<file path="src/sv/bfa_pkg.sv">
// Shared types, constants and helper functions for the bitmap frame allocator.
// No dependencies; used by bfa_ctrl, bfa_dp and bitmap_frame_allocator_top.
package bfa_pkg;

    localparam int FRAMES     = 4096;
    localparam int WORD_BITS  = 32;
    localparam int WORDS      = (FRAMES + WORD_BITS - 1) / WORD_BITS;
    localparam int WORD_IDX_W = $clog2(WORDS);
    localparam int BIT_IDX_W  = $clog2(WORD_BITS);
    localparam int FRAME_W    = 12;
    localparam int LIMIT_W    = 13;
    localparam int CNT_W      = LIMIT_W - BIT_IDX_W;
    localparam logic [LIMIT_W-1:0] LIMIT_RESET = LIMIT_W'(4096);

    typedef enum logic [1:0] {
        ST_DONE    = 2'd0,
        ST_MAPPED  = 2'd1,
        ST_NO_FREE = 2'd2,
        ST_NOTHING = 2'd3
    } status_t;

    typedef enum logic [2:0] {
        S_IDLE,
        S_DECODE,
        S_SCAN,
        S_FREE_WR,
        S_RESP
    } state_t;

    // Commands from the controller to the datapath
    typedef struct packed {
        logic    load_item;
        logic    rd_entry;
        logic    rd_first;
        logic    scan_next;
        logic    wr_alloc;
        logic    wr_free;
        logic    set_res;
        status_t res_code;
        logic    load_out;
    } cmd_t;

    // Status from the datapath to the controller
    typedef struct packed {
        logic item_free;
        logic entry_zero;
        logic limit_zero;
        logic word_hit;
        logic last_word;
        logic out_busy;
    } stat_t;

    // Lowest clear bit of a word: {found, index}
    function automatic logic [BIT_IDX_W:0] first_zero(input logic [WORD_BITS-1:0] w);
        logic [BIT_IDX_W:0] r;
        r = '0;
        for (int i = WORD_BITS - 1; i >= 0; i--) begin
            if (!w[i]) begin
                r = {1'b1, BIT_IDX_W'(i)};
            end
        end
        return r;
    endfunction

endpackage

</file>
<file path="src/sv/bfa_ctrl.sv">
// Controller state machine for the bitmap frame allocator.
// Depends on bfa_pkg; drives bfa_dp through cmd_t and reads stat_t.
module bfa_ctrl (
    input  logic           clk,
    input  logic           rst_n,
    input  logic           in_valid,
    output logic           in_ready,
    input  bfa_pkg::stat_t stat,
    output bfa_pkg::cmd_t  cmd
);

    bfa_pkg::state_t state_reg;
    bfa_pkg::state_t state_next;

    always_ff @(posedge clk or negedge rst_n) begin
        if (!rst_n) begin
            state_reg <= bfa_pkg::S_IDLE;
        end else begin
            state_reg <= state_next;
        end
    end

    always_comb begin
        state_next   = state_reg;
        in_ready     = 1'b0;
        cmd          = '0;
        cmd.res_code = bfa_pkg::ST_DONE;
        case (state_reg)
            bfa_pkg::S_IDLE:
            begin
                in_ready = 1'b1;
                if (in_valid) begin
                    cmd.load_item = 1'b1;
                    state_next    = bfa_pkg::S_DECODE;
                end
            end
            bfa_pkg::S_DECODE:
            begin
                if (!stat.item_free) begin
                    if (!stat.entry_zero) begin
                        cmd.set_res  = 1'b1;
                        cmd.res_code = bfa_pkg::ST_MAPPED;
                        state_next   = bfa_pkg::S_RESP;
                    end else if (stat.limit_zero) begin
                        cmd.set_res  = 1'b1;
                        cmd.res_code = bfa_pkg::ST_NO_FREE;
                        state_next   = bfa_pkg::S_RESP;
                    end else begin
                        cmd.rd_first = 1'b1;
                        state_next   = bfa_pkg::S_SCAN;
                    end
                end else if (stat.entry_zero) begin
                    cmd.set_res  = 1'b1;
                    cmd.res_code = bfa_pkg::ST_NOTHING;
                    state_next   = bfa_pkg::S_RESP;
                end else begin
                    cmd.rd_entry = 1'b1;
                    state_next   = bfa_pkg::S_FREE_WR;
                end
            end
            bfa_pkg::S_SCAN:
            begin
                if (stat.word_hit) begin
                    cmd.wr_alloc = 1'b1;
                    state_next   = bfa_pkg::S_RESP;
                end else if (stat.last_word) begin
                    cmd.set_res  = 1'b1;
                    cmd.res_code = bfa_pkg::ST_NO_FREE;
                    state_next   = bfa_pkg::S_RESP;
                end else begin
                    cmd.scan_next = 1'b1;
                end
            end
            bfa_pkg::S_FREE_WR:
            begin
                cmd.wr_free = 1'b1;
                state_next  = bfa_pkg::S_RESP;
            end
            bfa_pkg::S_RESP:
            begin
                if (!stat.out_busy) begin
                    cmd.load_out = 1'b1;
                    state_next   = bfa_pkg::S_IDLE;
                end
            end
            default:
            begin
                state_next = bfa_pkg::S_IDLE;
            end
        endcase
    end

endmodule

</file>
<file path="config.mk">
export PLATFORM = sky130hd
export DESIGN_NAME = bfa_ctrl
export DESIGN_NICKNAME = d
export VERILOG_FILES = /design/src/sv/bfa_pkg.sv /design/src/sv/bfa_ctrl.sv
export SDC_FILE = /design/constraint.sdc
export NUM_CORES = 1
export LEC_CHECK = 0
export BUFFER_PORTS_ARGS = -buffer_cell sky130_fd_sc_hd__buf_2
export CORE_AREA = 3 3 40 42
export CTS_CLUSTER_DIAMETER = 50
export CTS_CLUSTER_SIZE = 16
export DETAILED_ROUTE_END_ITERATION = 6
export DIE_AREA = 0 0 43 45
export PLACE_DENSITY = 0.58
export SYNTH_ARGS = -nofsm -noshare
export SYNTH_HDL_FRONTEND = slang
export SYNTH_SLANG_ARGS = --single-unit
</file>
<file path="constraint.sdc">
create_clock -name clk -period 1.8 [get_ports clk]
set_input_delay 0.18 -clock clk [delete_from_list [all_inputs] [get_ports clk]]
set_output_delay 0.18 -clock clk [all_outputs]
set_load 0.05 [all_outputs]
</file>
# Yosys cells after proc, flatten, opt, wreduce, memory -nomap -nowiden
# Index checks and enable logic that the tools add are counted.
dict set report classes {
  n_eq_ne 7
  n_reduce_logical 2
  n_mux 32
}
# cell count
set ops {}
lappend ops {{two-way mux 3 bit} 14}
lappend ops {{one-hot mux 3 bit (5 select lines)} 1}
lappend ops {{two-way mux 1 bit} 14}
lappend ops {{equality test 3 x 2 -> 1 bit (second input constant)} 2}
lappend ops {{one-hot mux 3 bit (2 select lines)} 1}
lappend ops {{two-way mux 2 bit} 2}
lappend ops {{!= test 2 bit (second input constant)} 2}
lappend ops {{equality test 3 x 1 -> 1 bit (second input constant)} 1}
lappend ops {{equality test 3 bit (second input constant)} 1}
lappend ops {{zero test 3 bit} 1}
lappend ops {{!= test 3 bit (second input constant)} 1}
lappend ops {{AND reduction 3 bit} 1}
dict set report totals {
  in_bits 9
  wordCells 42
  output_inout_bits 11
  register_bits 3
}

# Longest topological paths before layout
dict set report logic_depth {
  depth_word 4
  depth_mapped 4
  depth_no_buf 4
}

# Worst setup path before layout
# OpenSTA, ideal clock, no wires.
dict set report synth_path {
  kind {register to output}
  from {reg state_reg[0]}
  to {out cmd[0] in the netlist's numbering}
  path_buffers 1
  arrival_ns 2.210
  slack_ns -0.590
  t_required_ns 1.620
  path_stages_with_launch 3
  cell_sequence {dfrtp_1 buf_2 nor4b_1}
}
# item line_no
set synth_rtl {}
lappend synth_rtl {{start, declared} bfa_ctrl.sv:12} ;# bfa_pkg::state_t state_reg;
lappend synth_rtl {{start signal, assigned} bfa_ctrl.sv:17} ;# state_reg <= bfa_pkg::S_IDLE;
lappend synth_rtl {{start signal, assigned} bfa_ctrl.sv:19} ;# state_reg <= state_next;
lappend synth_rtl {{end, declared} bfa_ctrl.sv:9} ;# output bfa_pkg::cmd_t cmd

==> metrics.csv <==
metric,value,unit
antenna_found_initial,0,
layout_common_cells,"19 x buf_2, 5 x nor2_1, 4 x nand2_1",
layout_commonest_cell,buf_2,
cts_tree,done,
fp.dieH,45,µm
hpwlAfterDp,665.9,µm
hold_viol_final,0,
crit_fanout,7,
min_from,stat[0],
grt_max_degree,11,
cts_buffers,3,
setup.worst_path.class,flop to output port,
viasPerCell,4.603,
num_io_pins,20,
cp-startpoint,state_reg[0],
rsz0062_at_grt,false,
syn2layout_area_growth,62.76,%
grt_overflow,0,
remaining_drc_errors,0,
largest_register_ffs,3,
irDropWorstVdd,0.0006371,V
slew_viol_final,0,
gp_congestion,0.7877,
slowest_delay,470,ps
cp-start-kind,flop,
start_util,23.27,%
clock.fmax,602.7,MHz
clock_sinks,3,
grt_usage,9.500,%
worstMarginPinSlew,278.7,ps
ys_types,25,
final_core_util,37.88,%
hp-class,input port to flop,
required,1620,ps
yosysWarnings,0,
fin_hold_ws,228.8,ps
crit_chain,nor4bb_2 > a31oi_1 > nor2_1 > buf_2,
multi_input_area,237.7,µm²
cts.clk_slew.worst_paths,40,ps
first_global_vias,306,
nets,74,
finalCritPeriodShare,92.19,%
syn_inst,40,
end_kind,output port,
r2r-start,state_reg[0],
grt_pass1_wl,1331,µm
rows,13,
skew,1.393,ps
relSlewSlack,81.27,%
netlist_area,299.0,µm²
p_leak,0.2482,nW
yosys_register_bits,3,
routedWlPerCell,10.36,µm
status,completed,
post-cts-setup-buffer-count,0,
cpMaxStageDelayCell,dfrtp_1,
setup_viol,0,
core-area,1285,µm²
ys_seq_area_share,25.10,%
drtPass1Iterations,3,
n_antenna_cell,0,
dp_cells,73,
n_fill_cell,142,
via_count,359,
dr.first_iter.drc_count,4,
wl,808,µm
htree_levels,1,
cts_buffer_depth,2,
finalPower,0.0007008,W
die_x,43,µm
ant_nets,0,
ff_latch_area,76.32,µm²
worstSkewPairLatency,230,ps
cap_violations,0,
drive_gt1_share,57.14,%
clockRootBuffer,clkbuf_4,
arrival,1480,ps
port_buffers,19,
dieArea,1935,µm²
fin_crit,1659,ps
final_cells,78,
p_per_area,1440,nW/µm²
synth_nets,50,
synth.avg_cell_area,7.476,µm²
-- cell usage after synthesis, drive strengths merged --
cell type,n,area [µm²]
a31o,1,8.760
and3,1,6.260
or2,1,6.260
or2b,1,8.760
nor3b,1,7.510
o21ai,1,5.000
nand3,1,5.000
nor4bb,1,10.01
buf,3,17.52
nand2,4,15.01
and2b,1,7.510
o31a,1,8.760
dfrtp,3,75.07
nor3,4,20.02
a21boi,1,7.510
ha,1,12.51
nand2b,1,6.260
a31oi,3,18.77
nor4,1,6.260
nor4b,1,8.760
or3b,1,11.26
inv,2,7.500
nor2,5,18.77
-- timing repair --
item                                    in CTS  in global routing
resized for setup                            0                  2
endpoints found under the hold margin        3                  0
hold buffers                                 1                  0
endpoints found under the setup margin       0                  3
-- area by class of cell --
class | instances | share of cell area, %
Multi-Input combinational cell | 32 | 48.84
Timing Repair Buffer | 22 | 24.68
Sequential cell | 3 | 15.68
Clock buffer | 4 | 5.398
Tap cell | 15 | 3.856
Inverter | 2 | 1.542
-- layer usage --
layer  wire, µm  track usage (%)
met4          0            7.229
met1        367            11.59
met5          0                0
met2        376            14.37
met3         65            2.390
-- worst paths after layout --
kind	to	slack (ps)	cells past startpoint
setup / recovery	cmd[3]	140	4
hold / removal	state_reg[2]	230	3
setup reg to reg	state_reg[2]	630	3
hold reg to reg	state_reg[2]	700	3
max in group asynchronous	state_reg[1]	1400	2
min in group asynchronous	state_reg[2]	280	2
-- power by group --
part / internal (W) / leakage [nW] / switching (W)
combinational: 0.000136 / 0.195 / 0.000304
sequential: 0.0000906 / 0.0377 / 0.0000536
clock: 0.0000830 / 0.0150 / 0.0000332
-- per-stage QoR --
| step | setup TNS, ps | worst slack [ps] | area (µm²) |
|---|---|---|---|
| floorplan | -3.751 | -3.751 | 331.6 |
| global placement | 0 | 358.7 | 442.9 |
| detailed placement | 0 | 306.0 | 442.9 |
| CTS | 0 | 59.00 | 479.2 |
| global route | 0 | 30.49 | 486.7 |
| finish | 0 | 140.7 | 486.7 |
-- worst max-delay path: cells and delay by family (launching register included) --
family          cells  cell delay, ps
compound gates      1              70
buf+inv             1             270
flops               1             470
simple gates        2             450
-- logic make-up (layout without fill, tap and decap cells) --
kind of cell               Yosys count  count (layout)  synth area share, %
and+or+nand+nor                     24              24                46.03
AOI/OAI and AO/OA                    7               7                16.32
adders and majority gates            1               1                4.183
DFF                                  3               3                25.10
buffers and inverters                5              28                8.367
No activity file was read; power rests on OpenSTA's default activity.
